## src/rtl/core/wstq_pkg.sv

```systemverilog
package wstq_pkg;

	localparam int MAX_QUEUES_DEF  = 4;
	localparam int QUEUE_DEPTH_DEF = 16;
	localparam int WORD_WIDTH_DEF  = 32;

	localparam int ID_W    = 32;
	localparam int CFG_W   = 3;
	localparam int HINT_W  = 9;
	localparam int HOME_W  = 8;
	localparam int STAT_W  = 2;
	localparam int QIDX_W  = 2;

	localparam logic [31:0] LFSR_TAPS = 32'h8020_0003;
	localparam logic [31:0] LFSR_SEED = 32'h0000_0001;

	localparam logic [CFG_W-1:0] QUEUES_RESET = 3'd4;

	typedef enum logic [STAT_W-1:0] {
		ST_OK    = 2'd0,
		ST_FULL  = 2'd1,
		ST_EMPTY = 2'd2
	} status_t;

	localparam logic CMD_ENQ = 1'b0;
	localparam logic CMD_DEQ = 1'b1;

	// Galois LFSR, one step
	function automatic logic [31:0] lfsr_step(input logic [31:0] s);
		logic [31:0] n;
		begin
			n = s >> 1;
			if (s[0]) begin
				n = n ^ LFSR_TAPS;
			end
			return n;
		end
	endfunction

endpackage

```

## src/rtl/core/work_stealing_task_queues.sv

```systemverilog
// Work-stealing task queues. Keeps MAX_QUEUES ring deques of QUEUE_DEPTH
// tasks (id plus WORD_WIDTH-bit payload) in one single-port-write RAM, with
// head pointers and fill counts in flip-flops. One beat in gives one beat
// out, and items are handled one at a time. Every item first runs a
// bit-serial remainder modulo the queues in use over a 35-bit value. Enqueue
// with a hint or random placement needs only that remainder; the next input
// beat is taken once the result has moved to the output register. Computed
// placement (nonzero task count) first runs a 35-bit restoring divider.
// Dequeue scans the queues one per cycle and reads the RAM once; the scan
// stops at the first queue with a task, or after all queues in use when all
// are empty. The divider and the remainder loop set the rate. A result
// register frees the input while a result waits; a second finished item
// waits for it. The store needs no clearing: fill counts keep unwritten
// entries unread.
module work_stealing_task_queues #(
	parameter int MAX_QUEUES  = wstq_pkg::MAX_QUEUES_DEF,
	parameter int QUEUE_DEPTH = wstq_pkg::QUEUE_DEPTH_DEF,
	parameter int WORD_WIDTH  = wstq_pkg::WORD_WIDTH_DEF
) (
	input  logic         clk,
	input  logic         arst_n,
	input  logic         cfg_we,
	input  logic [2:0]   cfg_wdata,    // queues_in_use
	input  logic         s_tvalid,
	output logic         s_tready,
	// [0] cmd, [32:1] task_id, [64:33] task_payload, [96:65] task_count,
	// [105:97] queue_hint, [113:106] home_queue, zero fill to 120
	input  logic [119:0] s_tdata,
	output logic         m_tvalid,
	input  logic         m_tready,
	// [1:0] status, [33:2] out_task_id, [65:34] out_payload, [66] stolen,
	// [68:67] queue_index, zero fill to 72
	output logic [71:0]  m_tdata
);

	localparam int QW  = (MAX_QUEUES > 1) ? $clog2(MAX_QUEUES) : 1;
	localparam int DW  = $clog2(QUEUE_DEPTH);
	localparam int FW  = $clog2(QUEUE_DEPTH + 1);
	localparam int NW  = $clog2(MAX_QUEUES + 1);
	localparam int AW  = QW + DW;
	localparam int EW  = wstq_pkg::ID_W + WORD_WIDTH;
	localparam int MW  = wstq_pkg::ID_W + NW;
	localparam int MCW = $clog2(MW + 1);

	typedef enum logic [7:0] {
		S_IDLE = 8'b00000001,
		S_DIV  = 8'b00000010,
		S_MOD  = 8'b00000100,
		S_ENQ  = 8'b00001000,
		S_SCAN = 8'b00010000,
		S_RD   = 8'b00100000,
		S_RDW  = 8'b01000000,
		S_OUT  = 8'b10000000
	} state_t;

	state_t state_q;

	logic [2:0]            cfg_q;
	logic [NW-1:0]         n_act;
	logic [31:0]           lfsr_q;
	logic [DW-1:0]         head_q [MAX_QUEUES];
	logic [FW-1:0]         fill_q [MAX_QUEUES];

	logic                  cmd_q;
	logic [31:0]           id_q;
	logic [WORD_WIDTH-1:0] pay_q;
	logic [MW-1:0]         red_q;     // value being reduced modulo n, MSB first
	logic [MCW-1:0]        mod_cnt_q; // bits of red_q still to shift in
	logic [NW-1:0]         mod_rem_q; // running remainder
	logic [NW:0]           mod_trial;
	logic [QW-1:0]         q_q;
	logic [QW-1:0]         home_q;
	logic [NW-1:0]         scan_q;
	logic [DW-1:0]         slot_q;
	logic                  stolen_q;
	logic [1:0]            status_q;
	logic [EW-1:0]         rd_q;
	logic [68:0]           res_q;     // result register behind m_tdata
	logic                  res_load;

	logic                  div_start;
	logic                  div_done;
	logic [MW-1:0]         div_quot;

	logic                  ram_we;
	logic [AW-1:0]         ram_waddr;
	logic [AW-1:0]         ram_raddr;
	logic [EW-1:0]         ram_wdata;
	logic [EW-1:0]         ram_rdata;

	logic                  in_cmd;
	logic [31:0]           in_id;
	logic [31:0]           in_pay;
	logic [31:0]           in_total;
	logic [8:0]            in_hint;
	logic [7:0]            in_home;
	logic [31:0]           lfsr_nx;
	logic [MW-1:0]         n_ext;
	logic [31:0]           out_id;
	logic [31:0]           out_pay;

	assign in_cmd   = s_tdata[0];
	assign in_id    = s_tdata[32:1];
	assign in_pay   = s_tdata[64:33];
	assign in_total = s_tdata[96:65];
	assign in_hint  = s_tdata[105:97];
	assign in_home  = s_tdata[113:106];
	assign lfsr_nx  = wstq_pkg::lfsr_step(lfsr_q);
	assign n_ext    = MW'(n_act);

	// register out of range: 0 acts as 1, above the built count as the count
	always_comb begin
		if (cfg_q == 3'd0) begin
			n_act = NW'(1);
		end else if (32'(cfg_q) > 32'(MAX_QUEUES)) begin
			n_act = NW'(MAX_QUEUES);
		end else begin
			n_act = NW'(cfg_q);
		end
	end

	assign s_tready = (state_q == S_IDLE);

	// computed placement: task_id * n / task_count
	wstq_div #(.NUM_W(MW), .DEN_W(32)) u_div (
		.clk   (clk),
		.arst_n(arst_n),
		.start (div_start),
		.num   (MW'(in_id) * n_ext),
		.den   (in_total),
		.done  (div_done),
		.quot  (div_quot)
	);

	assign div_start = s_tvalid && s_tready && (in_cmd == wstq_pkg::CMD_ENQ)
		&& in_hint[8] && (in_total != 32'd0);

	wstq_ram #(.WIDTH(EW), .DEPTH(1 << AW)) u_store (
		.clk  (clk),
		.we   (ram_we),
		.waddr(ram_waddr),
		.wdata(ram_wdata),
		.raddr(ram_raddr),
		.rdata(ram_rdata)
	);

	// one remainder step: shift in the next bit, subtract n when it fits
	assign mod_trial = {mod_rem_q, red_q[MW-1]};

	// queue of the current scan step (home + scan) mod n
	logic [NW:0]   scan_sum;
	logic [QW-1:0] scan_idx;
	always_comb begin
		scan_sum = (NW+1)'(home_q) + (NW+1)'(scan_q);
		if (scan_sum >= (NW+1)'(n_act)) begin
			scan_sum = scan_sum - (NW+1)'(n_act);
		end
		scan_idx = QW'(scan_sum);
	end

	// ring slots, wrapped at the queue depth
	logic [DW:0]   tail_sum;
	logic [DW:0]   steal_sum;
	logic [DW-1:0] tail_slot;
	logic [DW-1:0] steal_slot;
	logic [DW-1:0] head_nx;
	always_comb begin
		tail_sum = (DW+1)'(head_q[q_q]) + (DW+1)'(fill_q[q_q]);
		if (tail_sum >= (DW+1)'(QUEUE_DEPTH)) begin
			tail_sum = tail_sum - (DW+1)'(QUEUE_DEPTH);
		end
		tail_slot = DW'(tail_sum);
		steal_sum = (DW+1)'(head_q[scan_idx]) + (DW+1)'(fill_q[scan_idx]) - 1'b1;
		if (steal_sum >= (DW+1)'(QUEUE_DEPTH)) begin
			steal_sum = steal_sum - (DW+1)'(QUEUE_DEPTH);
		end
		steal_slot = DW'(steal_sum);
		if (head_q[scan_idx] == DW'(QUEUE_DEPTH - 1)) begin
			head_nx = '0;
		end else begin
			head_nx = head_q[scan_idx] + 1'b1;
		end
	end

	assign ram_we    = (state_q == S_ENQ) && (fill_q[q_q] < FW'(QUEUE_DEPTH));
	assign ram_waddr = {q_q, tail_slot};
	assign ram_wdata = {pay_q, id_q};
	assign ram_raddr = {q_q, slot_q};

	// result moves to the output register once that is free or being taken
	assign res_load = (state_q == S_OUT) && (!m_tvalid || m_tready);

	always_ff @(posedge clk or negedge arst_n) begin
		if (!arst_n) begin
			state_q <= S_IDLE;
			cfg_q   <= wstq_pkg::QUEUES_RESET;
			lfsr_q  <= wstq_pkg::LFSR_SEED;
			m_tvalid <= 1'b0;
			for (int i = 0; i < MAX_QUEUES; i++) begin
				head_q[i] <= '0;
				fill_q[i] <= '0;
			end
		end else begin
			if (cfg_we) begin
				cfg_q <= cfg_wdata;
			end
			if (res_load) begin
				m_tvalid <= 1'b1;
			end else if (m_tvalid && m_tready) begin
				m_tvalid <= 1'b0;
			end
			unique case (state_q)
				S_IDLE: begin
					if (s_tvalid) begin
						if (in_cmd == wstq_pkg::CMD_DEQ) begin
							state_q <= S_MOD;
						end else if (!in_hint[8]) begin
							state_q <= S_MOD;
						end else if (in_total != 32'd0) begin
							state_q <= S_DIV;
						end else begin
							// random placement: advance, then use the new value
							lfsr_q  <= lfsr_nx;
							state_q <= S_MOD;
						end
					end
				end
				S_DIV: begin
					if (div_done) begin
						state_q <= S_MOD;
					end
				end
				S_MOD: begin
					if (mod_cnt_q == '0) begin
						state_q <= (cmd_q == wstq_pkg::CMD_DEQ) ? S_SCAN : S_ENQ;
					end
				end
				S_ENQ: begin
					if (ram_we) begin
						fill_q[q_q] <= fill_q[q_q] + 1'b1;
					end
					state_q <= S_OUT;
				end
				S_SCAN: begin
					if (scan_q == n_act) begin
						state_q <= S_OUT;
					end else if (fill_q[scan_idx] != '0) begin
						// own queue pops at the head, others are robbed at the tail
						if (scan_q == '0) begin
							head_q[scan_idx] <= head_nx;
						end
						fill_q[scan_idx] <= fill_q[scan_idx] - 1'b1;
						state_q <= S_RD;
					end
				end
				S_RD:  state_q <= S_RDW;
				S_RDW: state_q <= S_OUT;
				S_OUT: begin
					if (res_load) begin
						state_q <= S_IDLE;
					end
				end
				default: state_q <= S_IDLE;
			endcase
		end
	end

	always_ff @(posedge clk) begin
		unique case (state_q)
			S_IDLE: begin
				cmd_q     <= in_cmd;
				id_q      <= in_id;
				pay_q     <= WORD_WIDTH'(in_pay);
				stolen_q  <= 1'b0;
				status_q  <= wstq_pkg::ST_OK;
				scan_q    <= '0;
				rd_q      <= '0;
				mod_cnt_q <= MCW'(MW);
				mod_rem_q <= '0;
				if (in_cmd == wstq_pkg::CMD_DEQ) begin
					red_q <= MW'(in_home);
				end else if (!in_hint[8]) begin
					red_q <= MW'(in_hint[7:0]);
				end else begin
					red_q <= MW'(lfsr_nx);
				end
			end
			S_DIV: begin
				if (div_done) begin
					red_q <= div_quot;
				end
			end
			S_MOD: begin
				if (mod_cnt_q != '0) begin
					mod_cnt_q <= mod_cnt_q - 1'b1;
					red_q     <= {red_q[MW-2:0], 1'b0};
					if (mod_trial >= (NW+1)'(n_act)) begin
						mod_rem_q <= NW'(mod_trial - (NW+1)'(n_act));
					end else begin
						mod_rem_q <= NW'(mod_trial);
					end
				end else begin
					q_q    <= QW'(mod_rem_q);
					home_q <= QW'(mod_rem_q);
				end
			end
			S_ENQ: begin
				if (!ram_we) begin
					status_q <= wstq_pkg::ST_FULL;
				end
			end
			S_SCAN: begin
				if (scan_q == n_act) begin
					status_q <= wstq_pkg::ST_EMPTY;
					q_q      <= home_q;
				end else if (fill_q[scan_idx] != '0) begin
					q_q <= scan_idx;
					if (scan_q == '0) begin
						slot_q <= head_q[scan_idx];
					end else begin
						slot_q   <= steal_slot;
						stolen_q <= 1'b1;
					end
				end else begin
					scan_q <= scan_q + 1'b1;
				end
			end
			S_RDW: rd_q <= ram_rdata;
			S_OUT: begin
				if (res_load) begin
					res_q <= {2'(q_q), stolen_q, out_pay, out_id, status_q};
				end
			end
			default: ;
		endcase
	end

	assign out_id  = rd_q[31:0];
	assign out_pay = 32'(rd_q[EW-1:32]);
	assign m_tdata = {3'b000, res_q};

	// a stalled result stays put
	a_hold: assert property (@(posedge clk) disable iff (!arst_n)
		m_tvalid && !m_tready |=> m_tvalid && $stable(m_tdata))
		else $error("result changed while stalled");
	// state register stays one-hot
	a_state: assert property (@(posedge clk) disable iff (!arst_n)
		$onehot(state_q))
		else $error("state not one-hot");
	// fill count of queue 0 never exceeds the depth
	a_fill: assert property (@(posedge clk) disable iff (!arst_n)
		fill_q[0] <= FW'(QUEUE_DEPTH))
		else $error("fill overflow");

endmodule

```

## src/rtl/core/wstq_ram.sv

```systemverilog
module wstq_ram #(
	parameter int WIDTH = 64,
	parameter int DEPTH = 64
) (
	input  logic                     clk,
	input  logic                     we,
	input  logic [$clog2(DEPTH)-1:0] waddr,
	input  logic [WIDTH-1:0]         wdata,
	input  logic [$clog2(DEPTH)-1:0] raddr,
	output logic [WIDTH-1:0]         rdata
);

	logic [WIDTH-1:0] mem [DEPTH];

	always_ff @(posedge clk) begin
		if (we) begin
			mem[waddr] <= wdata;
		end
		rdata <= mem[raddr];
	end

endmodule

```

## src/rtl/core/wstq_div.sv

```systemverilog
// Restoring divider, one quotient bit per cycle. done pulses for one cycle
// when quot holds the full quotient.
module wstq_div #(
	parameter int NUM_W = 35,
	parameter int DEN_W = 32
) (
	input  logic             clk,
	input  logic             arst_n,
	input  logic             start,
	input  logic [NUM_W-1:0] num,
	input  logic [DEN_W-1:0] den,
	output logic             done,
	output logic [NUM_W-1:0] quot
);

	localparam int CNT_W = $clog2(NUM_W + 1);

	logic [NUM_W-1:0] quot_q;
	logic [DEN_W:0]   rem_q;
	logic [DEN_W-1:0] den_q;
	logic [CNT_W-1:0] cnt_q;
	logic             busy_q;
	logic [DEN_W:0]   trial;
	logic [DEN_W:0]   diff;

	assign trial = {rem_q[DEN_W-1:0], quot_q[NUM_W-1]};
	assign diff  = trial - {1'b0, den_q};

	always_ff @(posedge clk or negedge arst_n) begin
		if (!arst_n) begin
			busy_q <= 1'b0;
			done   <= 1'b0;
			cnt_q  <= '0;
		end else begin
			done <= 1'b0;
			if (start) begin
				busy_q <= 1'b1;
				cnt_q  <= CNT_W'(NUM_W);
			end else if (busy_q) begin
				cnt_q <= cnt_q - 1'b1;
				if (cnt_q == CNT_W'(1)) begin
					busy_q <= 1'b0;
					done   <= 1'b1;
				end
			end
		end
	end

	always_ff @(posedge clk) begin
		if (start) begin
			quot_q <= num;
			rem_q  <= '0;
			den_q  <= den;
		end else if (busy_q) begin
			if (!diff[DEN_W]) begin
				rem_q  <= diff;
				quot_q <= {quot_q[NUM_W-2:0], 1'b1};
			end else begin
				rem_q  <= trial;
				quot_q <= {quot_q[NUM_W-2:0], 1'b0};
			end
		end
	end

	assign quot = quot_q;

endmodule

```

## config.mk

```make
export PLATFORM = sky130hd
export DESIGN_NAME = work_stealing_task_queues
export DESIGN_NICKNAME = d
export VERILOG_FILES = /design/src/rtl/core/wstq_pkg.sv /design/src/rtl/core/work_stealing_task_queues.sv /design/src/rtl/core/wstq_ram.sv /design/src/rtl/core/wstq_div.sv
export SDC_FILE = /design/constraint.sdc
export NUM_CORES = 2
export LEC_CHECK = 0
export BUFFER_PORTS_ARGS = -buffer_cell sky130_fd_sc_hd__buf_2
export CORE_ASPECT_RATIO = 0.7
export CORE_MARGIN = 3
export CORE_UTILIZATION = 40
export CTS_BUF_LIST = sky130_fd_sc_hd__clkbuf_16
export DETAILED_ROUTE_END_ITERATION = 12
export GPL_TIMING_DRIVEN = 0
export PLACE_DENSITY = 0.55
export SYNTH_ARGS = -nofsm -noshare
export SYNTH_HDL_FRONTEND = slang
export SYNTH_HIERARCHICAL = 1
export SYNTH_SLANG_ARGS = --single-unit
export TNS_END_PERCENT = 30
```

## constraint.sdc

```tcl
create_clock -name clk -period 8.95 [get_ports clk]
set_clock_uncertainty 0.15 [all_clocks]
set_input_delay 1.79 -clock clk [delete_from_list [all_inputs] [get_ports clk]]
set_output_delay 1.79 -clock clk [all_outputs]
set_load 0.02 [all_outputs]
```

* Word level (Yosys, flattened, before mapping)
Memory sizes are Yosys's and may differ from the RTL's. A register that Yosys moved wholly into a read port is not among the register bits. Index checks and enable logic that the tools add are counted.
Storage, ports and cells: register bits after elaboration 443, bits in writable memories 4096, input port bits 128, output and inout port bits 74, word-level logic and storage cells 216, memories kept 1
Memory list:
- u_store.mem | words 64, bits a word 64, rd ports 1, clocked after memory_dff 1, wr ports 1, RTL line wstq_ram.sv:13 | logic [WIDTH-1:0] mem [DEPTH];
Operators by class: add/subtract/negate cells 15, multiply operators 1, $lt $le $gt $ge 10, eq/ne operators 25, multiplexer cells 85, bitwise gates (word level) 7, reductions and logical operators 40
Operators by type and width (count):
- $mux 35 | 4
- $mux 32 | 4
- $pmux 64 s2 | 1
- $pmux 35 s3 | 1
- $mux 20 | 3
- $pmux 8 s7 | 1
- $mux 8 | 6
- $bwmux 20 | 2
- $pmux 20 s2 | 1
- $mux 4 | 9
- $mul 32x3->35 | 1
- $mux 5 | 7
- $sub 33x32->33 | 1
- $reduce_bool 32->1 | 1
- $mux 3 | 9
- $ne 2x2->1 const B | 12
- $bmux 5 s2 | 2
- $demux 5 s2 | 2
- $mux 6 | 3
- $bmux 4 s2 | 2
- $bwmux 16 | 1
- $reduce_and 3->1 | 5
- $mux 1 | 14
- $reduce_bool 2->1 | 7
- 51 further kinds | 84

* Logic depth before layout (Yosys ltp)
depth after elaboration 14, depth in mapped cells 22, gate-level depth less buffers 19

* By module
The synthesis kept the hierarchy.
By module, submodules not included:
- wstq_ram | instances 1, cells each 6812, area an instance 156888.0 um^2, seq. area each 124279.2 um^2
- work_stealing_task_queues | instances 1, cells each 1384, area an instance 16768.6 um^2, seq. area each 9693.0 um^2
- wstq_div | instances 1, cells each 615, area an instance 6149.6 um^2, seq. area each 2852.7 um^2

* Worst setup path before layout
No wires, ideal clock.
kind reg-to-reg, from register q_q[0], to memory u_store.mem[48][0], enable pin, library setup time 0.565 ns, arrival time 7.181 ns, data required time 8.235 ns, path slack 1.055 ns, stages on the path, launching flop included 12, buffers on the path 3, cell sequence edfxtp_1 -> clkbuf_1 -> buf_1 -> mux4_2 -> ha_1 -> a21o_1 -> a21oi_1 -> xor2_1 -> xnor2_1 -> clkbuf_1 -> nand2b_1 -> nor3_1
On the way: elaborated cells on any way between the ends 15, classes of those cells add/sub (2); order compare (2); mux (9); bitwise (1); reduce/logical (1)
RTL lines:
- start: declaration | RTL line work_stealing_task_queues.sv:71 | logic [QW-1:0] q_q;
- start signal: assignment | RTL line work_stealing_task_queues.sv:303 | q_q <= QW'(mod_rem_q);
- start signal: assignment | RTL line work_stealing_task_queues.sv:315 | q_q <= home_q;
- start signal: assignment | RTL line work_stealing_task_queues.sv:317 | q_q <= scan_idx;
- $not 2->3 (not written as such) * | RTL line work_stealing_task_queues.sv:168 | tail_sum = (DW+1)'(head_q[q_q]) + (DW+1)'(fill_q[q_q]);
- $bmux 4 s2 or $bmux 5 s2 (tied branches) | RTL line work_stealing_task_queues.sv:168
- $mux 4 (not written as such) or $mux 5 (tied branches) (2 in a row) | RTL line work_stealing_task_queues.sv:168
- $add 4x5->5 * | RTL line work_stealing_task_queues.sv:168
- $sub 4x1->4 or $ge 5x5->1 (tied branches) | RTL line work_stealing_task_queues.sv:170, work_stealing_task_queues.sv:169
- $mux 4 * | RTL line work_stealing_task_queues.sv:169 | if (tail_sum >= (DW+1)'(QUEUE_DEPTH)) begin
- via tail_sum[3] | RTL line work_stealing_task_queues.sv:162 | logic [DW:0] tail_sum;
- end: declaration | RTL line wstq_ram.sv:13
The timed path passes the listed nets; every way through them passes the cells marked *. The select of a mux whose other input is x is not followed.

* Worst setup path after layout
from register cfg_q[2], to register fill_q[19] (netlist bit)
On the way: cells in the longest elaborated chain, start to end 14, elaborated cells on any way between the ends 26, classes of those cells add/sub (2); order compare (4); eq/ne (3); mux (12); bitwise (1); reduce/logical (4)
Ends and longest elaborated chain:
- start: declaration | RTL line work_stealing_task_queues.sv:58 | logic [2:0] cfg_q;
- start signal: assignment | RTL line work_stealing_task_queues.sv:196 | cfg_q <= wstq_pkg::QUEUES_RESET;
- start signal: assignment | RTL line work_stealing_task_queues.sv:205 | cfg_q <= cfg_wdata;
- $gt 3x3->1 | RTL line work_stealing_task_queues.sv:115 | end else if (32'(cfg_q) > 32'(MAX_QUEUES)) begin
- $mux 3 | RTL line work_stealing_task_queues.sv:115
- $mux 3 * | RTL line work_stealing_task_queues.sv:113 | if (cfg_q == 3'd0) begin
- $ge 4x3->1 or $sub 2x2->2 (tied branches) | RTL line work_stealing_task_queues.sv:155, work_stealing_task_queues.sv:156
- $mux 2 | RTL line work_stealing_task_queues.sv:155 | if (scan_sum >= (NW+1)'(n_act)) begin
- $not 2->3 (not written as such) | RTL line work_stealing_task_queues.sv:247, work_stealing_task_queues.sv:252
- $bmux 5 s2 (tied with other cells) | RTL line work_stealing_task_queues.sv:247, work_stealing_task_queues.sv:252
- $mux 5 (not written as such) or $logic_and 1x1->1 (tied branches) | RTL line work_stealing_task_queues.sv:247, work_stealing_task_queues.sv:252
- $mux 5 (on tied branches) | RTL line work_stealing_task_queues.sv:247, work_stealing_task_queues.sv:252
- $sub 5x1->5 or $demux 5 s2 (tied branches) | RTL line work_stealing_task_queues.sv:252 | fill_q[scan_idx] <= fill_q[scan_idx] - 1'b1;
- $bwmux 20 | RTL line work_stealing_task_queues.sv:252
- $mux 20 | RTL line work_stealing_task_queues.sv:247 | end else if (fill_q[scan_idx] != '0) begin
- $mux 20 | RTL line work_stealing_task_queues.sv:245 | if (scan_q == n_act) begin
- $pmux 20 s2 | RTL line work_stealing_task_queues.sv:212 | unique case (state_q)
- end signal: indexed assignment | RTL line work_stealing_task_queues.sv:240 | fill_q[q_q] <= fill_q[q_q] + 1'b1;
- end signal: indexed assignment | RTL line work_stealing_task_queues.sv:252
- end: declaration | RTL line work_stealing_task_queues.sv:62 | logic [FW-1:0] fill_q [MAX_QUEUES];
Every way passes the cells marked *; elsewhere a longest branch is shown, timed or not. The select of a mux whose other input is x is not followed. A chain may end at the register's enable or synchronous reset.

==> flow_metrics.tcl <==
set metrics [dict create \
    vias 96400 \
    drt-total-wl_um 550000 \
    finalCriticalPeriod_ns 6.93 \
    synth-main-ff-cell "edfxtp_1" \
    place_congestion 0.854 \
    antenna_found_initial 62 \
    clk_pin_slew_ns 0.06 \
    avgSynthCellArea_um2 20.4 \
    end_kind "register" \
    overflow 0 \
    cp_max_fo 10 \
    area_delta_synth_final_pct 17.1 \
    crit_arrival_ns 7.67 \
    die_w_um 807 \
    netlist_area_mm2 0.180 \
    final_core_util 0.471 \
    cts_setup_buffers 0 \
    setup_viol 0 \
    synth_area_leaders "edfxtp_1 (74%), mux4_2 (13%), dfrtp_1 (1.2%)" \
    path_class "register to register" \
    rows 205 \
    cts.sinks 4603 \
    crit_required_ns 9.69 \
    worstMarginPinSlew_ns 1.52 \
    io_buffers 192 \
    relSlewSlack -0.0120 \
    synth_largest_area_cell "edfxtp_1" \
    tns_ns 0 \
    grt_pass1_vias 93900 \
    drt_iter0_markers 14400 \
    cts_tree "built" \
    start_kind "register" \
    ys_seq_elements 4603 \
    ys_types 89 \
    io_pins 202 \
    fill_cells 36800 \
    power_leakage_nw 68.5 \
    cts_buffers 437 \
    core-area_mm2 0.447 \
    ctsResizeCount 0 \
    netlist_instances 8811 \
    worstSkewPairLatency_ns 1.03 \
    ys.warnings.count 6 \
    p_per_area_mw_per_mm2 238 \
    route.antenna.remaining_nets 0 \
    nets 10100 \
    vdd_drop_max_mv 0.179 \
    dr.pass1.iters 6 \
    grt_max_degree 57 \
    grt_usage 0.236 \
    start_util 0.403 \
    async_flop_share 0.0191 \
    worstHoldPathType "register to register" \
    dpl.hpwl_um 393000 \
    htree_levels 5 \
    synth_most_common_cell "edfxtp_1" \
    cts-root-buf "clkbuf_16" \
    max_cap_violations 3 \
    grt_pass1_wl_um 758000 \
    synth_common_cells "edfxtp_1 (4419), mux4_2 (1038), nand2_1 (459)" \
    period_share 0.774 \
    via_per_inst 5.94 \
    maxSlewViolCount 22 \
    clock.fmax_mhz 144 \
    die_h_um 567 \
    wl_per_cell_um 33.9 \
    clock_path_buffers 4 \
    rsz0062_at_grt "false" \
    status "finished, violations left" \
    drive_above_1_share 0.256 \
    synth_edf_count 4419 \
    dieArea_mm2 0.458 \
    ys_seq_area_frac 0.761 \
    hold_buffers 0 \
    hold_viol 0 \
    violations "capacitance limit, slew limit" \
    drc 0 \
    synth_top_area_share 0.738 \
]
-- per-stage QoR --
stage / power [mW] / instances / worst slack (ns) / hold slack [ns] / area, um2
2_1_floorplan: 29.5 / 8813 / 1.05 / 0.250 / 180000
3_3_place_gp: 31.3 / 15000 / -7.56 / 0.254 / 188000
3_5_place_dp: 32.4 / 15400 / 2.08 / 0.255 / 197000
4_1_cts: 50.4 / 16200 / 2.06 / 0.251 / 210000
5_1_grt: 51.8 / 16200 / 1.61 / 0.268 / 210000
6_report: 50.2 / 16200 / 2.02 / 0.251 / 211000
-- flip-flops by register name, summed over array words and instances, names as in the netlist, 35 cells and up --
signal	cells
rd_q	64
red_q	35
res_q	69
u_div/quot	35
u_store/mem	4096
u_store/rdata	64
-- cells by family (layout without fill, tap and decap cells) --
group           after synthesis  in the layout  synth area share
buf+inv                     632           1992            0.0164
other cells                   1             44         0.0000209
mux                        1285           1285             0.144
simple gates               1317           1317            0.0350
compound gates              770            770            0.0293
xor+xnor                     78             78           0.00380
flops                      4603           4603             0.761
fa+ha+maj                   125            125            0.0102
-- layer usage --
metal	vias to the layer above	wire [um]	GRT usage
met4	12	15300	0.0626
met2	5604	236000	0.338
met1	51700	234000	0.355
li1	38400	-	-
met5	-	80	0
met3	738	64700	0.0653
-- power by group --
group / internal, mW / switching (mW) / leakage, nW
logic: 1.84 / 3.40 / 19.3
clock network: 9.97 / 8.16 / 7.24
registers: 26.0 / 0.756 / 41.9
total: 37.9 / 12.3 / 68.5
-- cells in the final DEF, fill, tap and decap left out, types with 128 or more instances in the layout --
cell,instances
edfxtp_1,4419
mux4_2,1038
nand2_1,459
clkbuf_16,448
buf_2,354
inv_1,280
nand3_1,211
clkbuf_1,205
buf_12,192
nor2_1,168
mux2i_1,167
a22oi_1,167
buf_16,128
-- layout make-up --
type	count	area, um2	area share
clock inverter	365	2570	0.0122
sequential	4603	137000	0.650
clock buffer	448	11200	0.0533
multi-input combinational	3578	40600	0.193
buffer	476	2370	0.0113
inverter	156	591	0.00281
antenna	41	103	0.000487
tap	6003	7510	0.0357
timing repair buffer	547	8760	0.0416
-- worst max-delay path: stages (launching register included) --
cell and delay [ns]:
dfstp_2 0.37, clkbuf_1 0.31, nor2b_1 0.91, clkbuf_1 0.58
inv_1 0.27, fa_1 0.48, a21o_1 0.19, a221oi_4 0.39
mux2i_1 0.87, mux2i_1 0.54, inv_1 0.16, ha_1 0.33
nand2_2 0.14, nand2b_4 0.10, inv_2 0.15, or2_1 0.17
buf_6 0.17, o21ai_2 0.13, a22oi_1 0.25, o21ai_1 0.11
-- worst paths after layout --
| check | startpoint | to | depth (start not counted) | slack (ns) |
|---|---|---|---|---|
| worst max-delay path | cfg_q[2] | fill_q[19] | 19 | 2.02 |
| worst min-delay path | rd_q[34] | res_q[36] | 0 | 0.25 |
| worst max register to register | cfg_q[2] | fill_q[19] | 19 | 2.02 |
| worst min register to register | rd_q[34] | res_q[36] | 0 | 0.25 |
| max in group asynchronous | arst_n | cfg_q[2] | 2 | 7.37 |
| min in group asynchronous | arst_n | lfsr_q[11] | 1 | 0.58 |
Note: power is estimated with default switching activity, not from simulation.
